<file path="src/rtl/core/tli_ram.sv">
// Generic single-write, single-read RAM with a registered read port.
// Used for the tape, program store and loop stack; no dependencies.
module tli_ram #(
	parameter int WIDTH = 8,
	parameter int DEPTH = 16
) (
	input  logic                     clk,
	input  logic                     we,
	input  logic [$clog2(DEPTH)-1:0] waddr,
	input  logic [WIDTH-1:0]         wdata,
	input  logic [$clog2(DEPTH)-1:0] raddr,
	output logic [WIDTH-1:0]         rdata
);

	logic [WIDTH-1:0] mem [DEPTH];

	always_ff @(posedge clk) begin
		if (we) begin
			mem[waddr] <= wdata;
		end
		rdata <= mem[raddr];
	end

endmodule

</file>
<file path="config.mk">
export PLATFORM = sky130hd
export DESIGN_NAME = tli_ram
export DESIGN_NICKNAME = d
export VERILOG_FILES = /design/src/rtl/core/tli_ram.sv
export SDC_FILE = /design/constraint.sdc
export NUM_CORES = 1
export LEC_CHECK = 0
export ABC_CLOCK_PERIOD_IN_PS = 2400
export BUFFER_PORTS_ARGS = -buffer_cell sky130_fd_sc_hd__buf_4
export CAP_MARGIN = 30
export CORE_MARGIN = 4
export CORE_UTILIZATION = 60
export CTS_CLUSTER_DIAMETER = 120
export CTS_CLUSTER_SIZE = 28
export DETAILED_ROUTE_END_ITERATION = 12
export GPL_TIMING_DRIVEN = 0
export PLACE_DENSITY = 0.79
export SETUP_SLACK_MARGIN = 0.2
export SLEW_MARGIN = 20
export SYNTH_ARGS = -nofsm -noshare
export SYNTH_HDL_FRONTEND = slang
export SYNTH_SLANG_ARGS = --single-unit
</file>
<file path="constraint.sdc">
create_clock -name clk -period 2.4 [get_ports clk]
set_clock_uncertainty 0.1 [all_clocks]
set_input_delay 0.24 -clock clk [delete_from_list [all_inputs] [get_ports clk]]
set_output_delay 0.24 -clock clk [all_outputs]
set_load 0.01 [all_outputs]
</file>
==> flow_metrics.tcl, run 1 <==
set metrics [dict create \
    crit_arrival_ns 1.91 \
    combPwrFrac_pct 5.0 \
    die_h_um 101 \
    synth_xor_area_share_pct 0 \
    die_w_um 101 \
    critical_path_class "reg -> reg" \
    worst_slack_ns 0.779 \
    wl_per_cell_um 25.6 \
    crit_path_start_kind "flop" \
    syn_area_per_cell_um2 22.5 \
    slew_viol_final 0 \
    setup_tns_ns 0 \
    fmax_mhz 617 \
    r2r_start "mem[1][0]$_DFFE_PP_" \
    ys_seq_elements 136 \
    first_iter_violations 336 \
    switchingPower_mw 1.09 \
    cts_tree "yes" \
    totalWireLength_mm 10.2 \
    dp_hpwl_mm 6.01 \
    p_leak_nw 2.11 \
    root_buffer "clkbuf_8" \
    ys.flop_type "edfxtp_1" \
    clk_latency_ns 0.51 \
    hold_path_class "in -> reg" \
    synth-adder-area-share_pct 0 \
    swShare_pct 19.2 \
    ys_seq_area_share_pct 77.8 \
    slowest_delay_ns 0.54 \
    overflow 0 \
    power_frac_seq_pct 46.9 \
    num_io_pins 26 \
    post_route_cells_drive_above_1_share_pct 29.6 \
    start_util_pct 62.0 \
    synthTopCellsByArea "edfxtp_1 75%, mux4_2 7.9%, mux4_1 7.1%" \
    cts_num_sinks 136 \
    crit_required_ns 2.69 \
    grt_max_degree 17 \
    synth_edf_count 128 \
    min_from "waddr[1]" \
    finalHoldViolCount 0 \
    drtPass1Iterations 5 \
    insertedDiodeCount 0 \
    drv_cap 0 \
    synthMuxAreaShare_pct 15.0 \
    synth_compound_area_share_pct 2.33 \
    grt_pass1_wl_mm 15.6 \
    r2r-end "rdata[0]$_DFF_P_" \
    cts_buffer_depth 2 \
    synth_area_um2 5150 \
    power.internal_mw 4.60 \
    min_period_over_period_pct 67.5 \
    rsz0062_at_grt "no" \
    dp_slack_ns 0.394 \
    vias_per_cell 6.35 \
    status "finished, final reports clean" \
    reg2reg_slack_ns 0.78 \
    ant_nets 0 \
    h-tree-depth 4 \
    grtUsageTotal_pct 22.2 \
    cp_slowest_cell "mux4_1" \
    numCtsBuffers 17 \
    fillers 428 \
    first_global_vias 2565 \
    critPathLaunch "mem[1][0]$_DFFE_PP_" \
    synth_most_common_cell "edfxtp_1" \
    path_cells "mux4_1 > a22oi_1 > nand2_1" \
    antenna_found_initial 0 \
    syn_nets 247 \
    area_growth_pct 20.3 \
    coreArea_um2 8300 \
    dieArea_um2 10100 \
    period_needed_ns 1.62 \
    tightest_slew_ns 0.800 \
    yosysWarnings 0 \
    worstSetupEndpointType "flop" \
    cp_max_fo 1 \
    clk_pin_slew_worst_paths_ns 0.06 \
    setup_violations 0 \
    synth.distinct_cells 19 \
    synthArstFlopShare_pct 0 \
    yosys.area_share.simple_pct 3.18 \
    power_frac_clock_pct 48.1 \
    synthCells 229 \
    cts_resized 0 \
    synth_top_family_by_area "multiplexers" \
    port_buffers 24 \
    rows 33 \
    synth_commonest_cells "128 x edfxtp_1, 18 x mux4_2, 16 x a22oi_1, 14 x mux4_1, 13 x nor2_1" \
    gp_congestion 0.746 \
    endpoint "rdata[0]$_DFF_P_" \
    detailroute.via_count 2534 \
    maxSlewHeadroom_pct 46.5 \
    synth_area_leader_cell "edfxtp_1" \
    netlist.area_leader.share_pct 74.7 \
    drc 0 \
    irDropWorstVdd_uv 660 \
    p_per_area_nw_per_um2 920 \
    fin_nets 299 \
    reg2reg_depth 3 \
]
==> metal layers <==
metal	share of wire, %	global-route usage [%]	up-vias
met5	0	0	-
met2	49	33.5	139
met3	9.1	6.02	15
met1	40	31.7	1304
met4	1.8	7.88	0
li1	-	-	1076
==> timing repair <==
| action | CTS | global route |
|---|---|---|
| buffers inserted | 0 | 0 |
| hold buffers | 8 | 0 |
| endpoints found under the setup margin | 0 | 0 |
| hold endpoints to repair | 128 | 0 |
==> cells by family (layout without fill, tap and decap cells) <==
logic type / count (synthesis) / after routing
buf+inv: 10 / 75
mux: 32 / 32
compound gates: 16 / 16
flops: 136 / 136
simple gates: 35 / 35
==> critical path, delay by kind of cell (launching register included) <==
family / cells / cell delay [ns]
simple gates: 1 / 0.10
flops: 1 / 0.38
compound gates: 1 / 0.39
mux: 1 / 0.54
==> layout make-up <==
| class | count | area, um^2 | share of cell area (%) |
|---|---|---|---|
| Clock inverter | 12 | 199 | 3.21 |
| Buffer | 10 | 86.3 | 1.39 |
| Tap cell | 105 | 131 | 2.12 |
| Timing Repair Buffer | 33 | 265 | 4.28 |
| Sequential cell | 136 | 4000 | 64.6 |
| Clock buffer | 20 | 435 | 7.03 |
| Multi-Input combinational cell | 83 | 1070 | 17.3 |
==> placed cells by master, fill, tap and decap left out <==
master	n
nor3_2	3
and2_1	1
nand2_1	9
mux4_1	14
clkinv_2	3
bufinv_16	5
clkbuf_16	16
a22oi_1	16
dfxtp_1	8
buf_4	25
clkinv_4	3
mux4_2	18
nor2_1	13
dlygate4sd3_1	8
edfxtp_1	128
clkdlybuf4s25_2	3
clkinvlp_4	1
buf_2	4
buf_6	3
clkbuf_8	2
nand2b_1	2
nor2b_1	1
nand3b_1	2
or3b_2	1
nand3_1	1
nor3_1	1
clkbuf_1	2
and2b_1	1
==> power groups by stage <==
| stage | sequential (mW) | combinational (mW) | clock, mW |
|---|---|---|---|
| after floorplan | 2.72 | 0.135 | 0 |
| after global placement | 2.71 | 0.262 | 0 |
| after detailed placement | 2.72 | 0.272 | 0 |
| after CTS | 2.67 | 0.288 | 2.74 |
| after global routing | 2.68 | 0.307 | 2.86 |
| final | 2.67 | 0.286 | 2.74 |
==> registers in the layout, summed over array words and instances (netlist names) <==
name   count
mem      128
rdata      8
==> per-stage QoR <==
stage	power (mW)	instances	hold slack (ns)	area (um^2)	utilization [%]
final	5.70	399	0.0952	6190	74.6
after global routing	5.84	399	0.101	6190	74.6
after CTS	5.70	399	0.0842	6190	74.6
after detailed placement	2.99	359	0.472	5480	66.0
after global placement	2.98	358	0.455	5460	65.8
after floorplan	2.86	229	0.239	5150	-
==> how the worst min path moves through the flow <==
stage	end	slack [ns]	cells after the start
after floorplan	mem[0][0]$_DFFE_PP_	0.24	0
after global placement	mem[6][5]$_DFFE_PP_	0.45	1
after detailed placement	mem[2][2]$_DFFE_PP_	0.47	1
after CTS	mem[8][3]$_DFFE_PP_	0.08	2
after global routing	mem[4][1]$_DFFE_PP_	0.10	2
final	mem[8][3]$_DFFE_PP_	0.1	2
No activity file was read; power rests on OpenSTA's default activity.
==> run 2, diff against run 1 <==
Settings changed: ABC_AREA set to 1, ABC_CLOCK_PERIOD_IN_PS 2400 to 1600, CORE_UTILIZATION 60 to 61, PLACE_DENSITY 0.79 to 0.8.
Clock period 2.4 ns to 1.6 ns, I/O delays scaled along.
==> run 2 against run 1 <==
- sequential power increased by 50%
- via count increased by 60%
- synthesized cell count increased by 140%
- synthesized area increased by 12%
- design area increased by 8.9%
- global-route usage increased by 4.2 points
- critical path depth increased by 4
- first-iteration DRC count increased by 110%
==> flow_metrics.tcl, run 2 <==
set metrics [dict create \
    cts_buffer_depth 2 \
    detailroute.via_count 4061 \
    syn_nets 569 \
    first_global_vias 3973 \
    setup_tns_ns 0 \
    syn_area_per_cell_um2 10.5 \
    num_io_pins 26 \
    first_iter_violations 693 \
    whs_ns 0.0652 \
    crit_path_start_kind "input pin" \
    gp_congestion 0.927 \
    fillers 602 \
    worstSetupEndpointType "flop" \
    ys_seq_elements 136 \
    wl_per_cell_um 18.4 \
    synth_most_common_cell "nand2_1" \
    synth.distinct_cells 12 \
    clk_pin_slew_worst_paths_ns 0.06 \
    crit_required_ns 1.91 \
    p_per_area_nw_per_um2 1220 \
    overflow 0 \
    irDropWorstVdd_uv 828 \
    fmax_mhz 762 \
    reg2reg_slack_ns 0.46 \
    min_path_cells 5 \
    synth_top_family_by_area "simple AND/OR/NAND/NOR gates" \
    ant_nets 0 \
    slew_viol_final 0 \
    r2r_start "mem[0][3]$_DFFE_PP_" \
    worst_slack_ns 0.288 \
    root_buffer "clkbuf_8" \
    synth_area_leader_cell "edfxtp_1" \
    r2r-end "rdata[3]$_DFF_P_" \
    largest_reg_flops 128 \
    synth-adder-area-share_pct 0 \
    area_growth_pct 16.9 \
    totalWireLength_mm 13.7 \
    final_common_cell "nand2_1" \
    antenna_found_initial 0 \
    clk_latency_ns 0.53 \
    rsz0062_at_grt "no" \
    period_needed_ns 1.31 \
    synth_commonest_cells "173 x nand2_1, 128 x edfxtp_1, 100 x inv_1, 97 x nand3_1, 17 x nor2_1" \
    tightest_slew_ns 0.995 \
    p_leak_nw 2.94 \
    dieArea_um2 11100 \
    crit_arrival_ns 1.63 \
    grt_max_degree 17 \
    hold_path_class "in -> reg" \
    power_mw 8.20 \
    grtUsageTotal_pct 26.4 \
    maxSlewHeadroom_pct 33.4 \
    synth_compound_area_share_pct 0 \
    start_util_pct 62.4 \
    reg2reg_depth 6 \
    largest-register "mem" \
    most-common-layout-cells "173 x nand2_1, 128 x edfxtp_1, 99 x inv_1" \
    vias_per_cell 5.46 \
    cts_num_sinks 136 \
    synth_edf_count 128 \
    cp_max_fo 10 \
    fin_nets 620 \
    rows 35 \
    synth_area_um2 5770 \
    synthArstFlopShare_pct 0 \
    dp_slack_ns -0.191 \
    post_route_cells_drive_above_1_share_pct 12.4 \
    finalHoldViolCount 0 \
    setup_violations 0 \
    drc 0 \
    worstHoldEndpoint "rdata[1]$_DFF_P_" \
    die_h_um 105 \
    numCtsBuffers 17 \
    drv_cap 0 \
    die_w_um 105 \
    synthCells 551 \
    synthMuxAreaShare_pct 0 \
    ys_seq_area_share_pct 69.4 \
    min_period_over_period_pct 82.0 \
    ys.flop_type "edfxtp_1" \
    coreArea_um2 9240 \
    synthTopCellsByArea "edfxtp_1 67%, nand2_1 11%, nand3_1 8.4%" \
    final_core_util_pct 73.0 \
    netlist.area_leader.share_pct 66.7 \
    synth_xor_area_share_pct 0 \
    dp_hpwl_mm 8.47 \
    yosysWarnings 0 \
    critPathLaunch "raddr[2]" \
    min_from "raddr[1]" \
    drtPass1Iterations 5 \
    yosys.area_share.simple_pct 21.0 \
    status "finished, final reports clean" \
    grt_pass1_wl_mm 21.7 \
    port_buffers 22 \
    critical_path_class "in -> reg" \
    h-tree-depth 4 \
    top_regs "mem: 128 flops, rdata: 8 flops" \
    cts_tree "yes" \
    insertedDiodeCount 0 \
]
-- run 2: changes by cell type in the layout (fill, tap and decap cells not counted), moves of 4 or more --
cell,before,now
nor2_1,13,17
nand2_1,9,173
mux4_1,14,0
mux4_2,18,0
nand3_1,1,97
a22oi_1,16,0
inv_1,0,99
buf_2,4,13
-- run 2: final cells by class --
class                      count  area [um^2]  share of cell area [%]
buffer                        24          166                    2.47
timing repair buffer          32          265                    3.93
sequential                   136         4000                    59.4
multi-input combinational    289         1210                    18.0
tap                          129          161                    2.39
clock buffer                  18          418                    6.20
clock inverter                14          133                    1.97
inverter                     102          383                    5.68
-- run 2: how the worst max path moves through the flow --
| stage | slack [ns] | depth (start not counted) | to |
|---|---|---|---|
| 2_1_floorplan | 0.39 | 2 | mem[10][0]$_DFFE_PP_ |
| 3_3_place_gp | -0.14 | 4 | mem[12][4]$_DFFE_PP_ |
| 3_5_place_dp | -0.19 | 4 | mem[12][0]$_DFFE_PP_ |
| 4_1_cts | 0.26 | 7 | rdata[3]$_DFF_P_ |
| 5_1_grt | 0.29 | 7 | rdata[0]$_DFF_P_ |
| 6_report | 0.29 | 7 | rdata[3]$_DFF_P_ |
-- run 2: cells by family after synthesis --
kind of cell	Yosys count
buf+inv	126
flops	136
simple gates	289
-- run 2: repair_timing --
item / CTS / global route
hold buffers: 10 / 0
hold endpoints to repair: 135 / 0
setup buffers: 0 / 0
setup endpoints to repair: 0 / 1
gates resized for setup: 0 / 1
-- run 2: power by group --
group	switching, mW	internal, mW	total [mW]	leakage (nW)
combinational	0.381	0.192	0.573	1.45
clock	1.43	2.19	3.62	0.267
sequential	0.0213	3.98	4.00	1.22
total	1.83	6.37	8.20	2.94
-- run 2: worst max-delay path, stage by stage --
cell           delay, ns
dlygate4sd3_1       0.55
buf_2               0.19
inv_2               0.15
buf_4               0.21
nand3_1             0.13
nand3_1             0.16
nand2_1             0.09
-- run 2: metal layers --
metal | global-route usage [%] | up-vias | part of all wire, %
met1 | 36.0 | 1828 | 38
met3 | 5.88 | 59 | 12
met5 | 0 | - | 0
met4 | 11.1 | 0 | 4.1
li1 | - | 1880 | -
met2 | 41.2 | 294 | 46
-- run 2: per-stage QoR --
stage / std cells / cell area, um^2
2_1_floorplan: 551 / 5770
3_3_place_gp: 702 / 6090
3_5_place_dp: 702 / 6090
4_1_cts: 744 / 6740
5_1_grt: 744 / 6740
6_report: 744 / 6740
==> run 3, diff against run 2 <==
Settings changed: ABC_AREA 1 to 0, ABC_CLOCK_PERIOD_IN_PS 1600 to 1080, CORE_UTILIZATION 61 to 54, PLACE_DENSITY 0.8 to 0.75.
Clock period 1.6 ns to 1.08 ns, I/O delays scaled along.
==> run 3 against run 2 <==
- the run now ends with hold timing, setup timing left
- die area is 0.77% higher
- sequential share of layout area is 2.0 points higher
- flip-flop and latch count stayed put
- worst setup slack worse by 0.62 ns
- worst hold slack worse by 0.11 ns
- design area is 3.1% lower
- clock power is 56% higher
- global-route usage is 6.5 points lower
- count of clock-buffer cells in the layout is 1 higher
- sequential power is 49% higher
- largest power group unchanged
==> flow_metrics.tcl, run 3 (synthesis gave the netlist of run 1 again) <==
set metrics [dict create \
    post_route_cells_drive_above_1_share_pct 47.5 \
    whs_ns -0.0446 \
    gp_congestion 0.689 \
    largest_reg_flops 128 \
    drtPass1Iterations 5 \
    overflow 0 \
    drv_cap 0 \
    most-common-layout-cells "128 x edfxtp_1, 32 x mux4_2, 18 x buf_4" \
    cts_hold_buffers 8 \
    first_global_vias 2658 \
    cts_num_sinks 136 \
    slowest_delay_ns 0.51 \
    h-tree-depth 4 \
    root_buffer "clkbuf_8" \
    rows 35 \
    finalHoldViolCount 34 \
    slew_viol_final 0 \
    clk_pin_slew_worst_paths_ns 0.06 \
    fin_nets 308 \
    top_regs "mem: 128 flops, rdata: 8 flops" \
    crit_path_start_kind "flop" \
    cp_slowest_cell "mux4_2" \
    min_period_over_period_pct 131 \
    grt_pass1_wl_mm 15.9 \
    antenna_found_initial 0 \
    coreArea_um2 9240 \
    wl_per_cell_um 23.2 \
    critical_path_class "reg -> reg" \
    crit_family "multiplexers" \
    path_cells "mux4_2 > a22oi_2 > nand2_1" \
    ant_nets 0 \
    die_h_um 106 \
    irDropWorstVdd_uv 980 \
    crit_arrival_ns 1.70 \
    rsz0062_at_grt "yes" \
    detailroute.via_count 2536 \
    port_buffers 24 \
    numCtsBuffers 17 \
    dp_hpwl_mm 5.91 \
    cts_tree "yes" \
    worstSetupEndpointType "flop" \
    vias_per_cell 5.87 \
    totalWireLength_mm 10.0 \
    setup_tns_ns -2.74 \
    grt_max_degree 17 \
    drc 0 \
    p_per_area_nw_per_um2 1890 \
    start_util_pct 55.7 \
    first_iter_violations 218 \
    insertedDiodeCount 0 \
    die_w_um 106 \
    dieArea_um2 11200 \
    p_leak_nw 2.14 \
    grtUsageTotal_pct 19.9 \
    violations "hold timing, setup timing" \
    fmax_mhz 707 \
    cp_max_fo 1 \
    period_needed_ns 1.41 \
    hold_path_class "in -> reg" \
    crit_required_ns 1.37 \
    cts_buffer_depth 2 \
    num_io_pins 26 \
    setup_violations 16 \
    largest-register "mem" \
    tightest_slew_ns 0.868 \
    maxSlewHeadroom_pct 41.9 \
    worst_slack_ns -0.334 \
    area_growth_pct 27.0 \
    clk_latency_ns 0.52 \
    status "finished, violations left" \
    final_common_cell "edfxtp_1" \
    cp_num_buf_inv 0 \
]
run 3: cell types whose count changed in the layout (fill, tap and decap cells not counted), sizes merged, moves of 3 or more:
cell,before,now
nand2,173,9
a22oi,0,16
inv,103,1
nand3,97,1
clkinv,9,6
clkdlybuf4s25,0,3
nor3,0,4
mux4,0,32
buf,46,41
nor2,17,13
run 3: what timing repair did:
| action | in CTS | in global routing |
|---|---|---|
| endpoints found under the setup margin | 80 | 24 |
| gates resized for setup | 17 | 16 |
| endpoints found under the hold margin | 164 | 34 |
| setup buffers | 10 | 0 |
| pin swaps | 7 | 4 |
| gates cloned | 0 | 0 |
run 3: where the power goes:
part	switching (mW)	internal, mW	leakage, nW
registers	0.0397	5.91	1.22
logic	0.389	0.378	0.638
clock network	2.10	3.56	0.281
total	2.53	9.84	2.14
run 3: final timing paths:
| kind | end | slack, ns | depth (start not counted) | startpoint |
|---|---|---|---|---|
| setup reg to reg | rdata[3]$_DFF_P_ | -0.33 | 3 | mem[3][3]$_DFFE_PP_ |
| hold reg to reg | rdata[1]$_DFF_P_ | 0.58 | 3 | mem[4][1]$_DFFE_PP_ |
| hold / removal | rdata[0]$_DFF_P_ | -0.04 | 4 | raddr[1] |
| setup / recovery | rdata[3]$_DFF_P_ | -0.33 | 3 | mem[3][3]$_DFFE_PP_ |
run 3: worst reg2reg max path, cell delays in order (launching register included):
cell and delay, ns:
edfxtp_1 0.38, mux4_2 0.51, a22oi_2 0.20, nand2_1 0.10
run 3: layout make-up:
type / count / area (um^2)
Tap cell: 129 / 161
Timing Repair Buffer: 42 / 443
Clock buffer: 19 / 432
Fill cell: 553 / 2710
Multi-Input combinational cell: 83 / 1210
Sequential cell: 136 / 4010
Clock inverter: 13 / 154
Buffer: 10 / 120
run 3: through the flow:
stage	power, mW	area [um^2]	std cells	setup slack (ns)	util [%]
final	12.4	6540	432	-0.334	70.7
after global routing	12.8	6540	432	-0.355	70.7
after CTS	12.4	6480	432	-0.341	70.2
after detailed placement	6.70	5620	382	-0.657	60.8
after global placement	6.69	5620	382	-0.624	60.8
after floorplan	6.41	5280	229	-0.231	-
run 3: metal layers:
layer,vias to the layer above,global-route usage (%),share of wire (%)
met5,-,0,0
met4,0,7.96,2.0
met3,17,4.35,5.6
met2,100,30.2,50
met1,1335,28.5,42
li1,1084,-,-
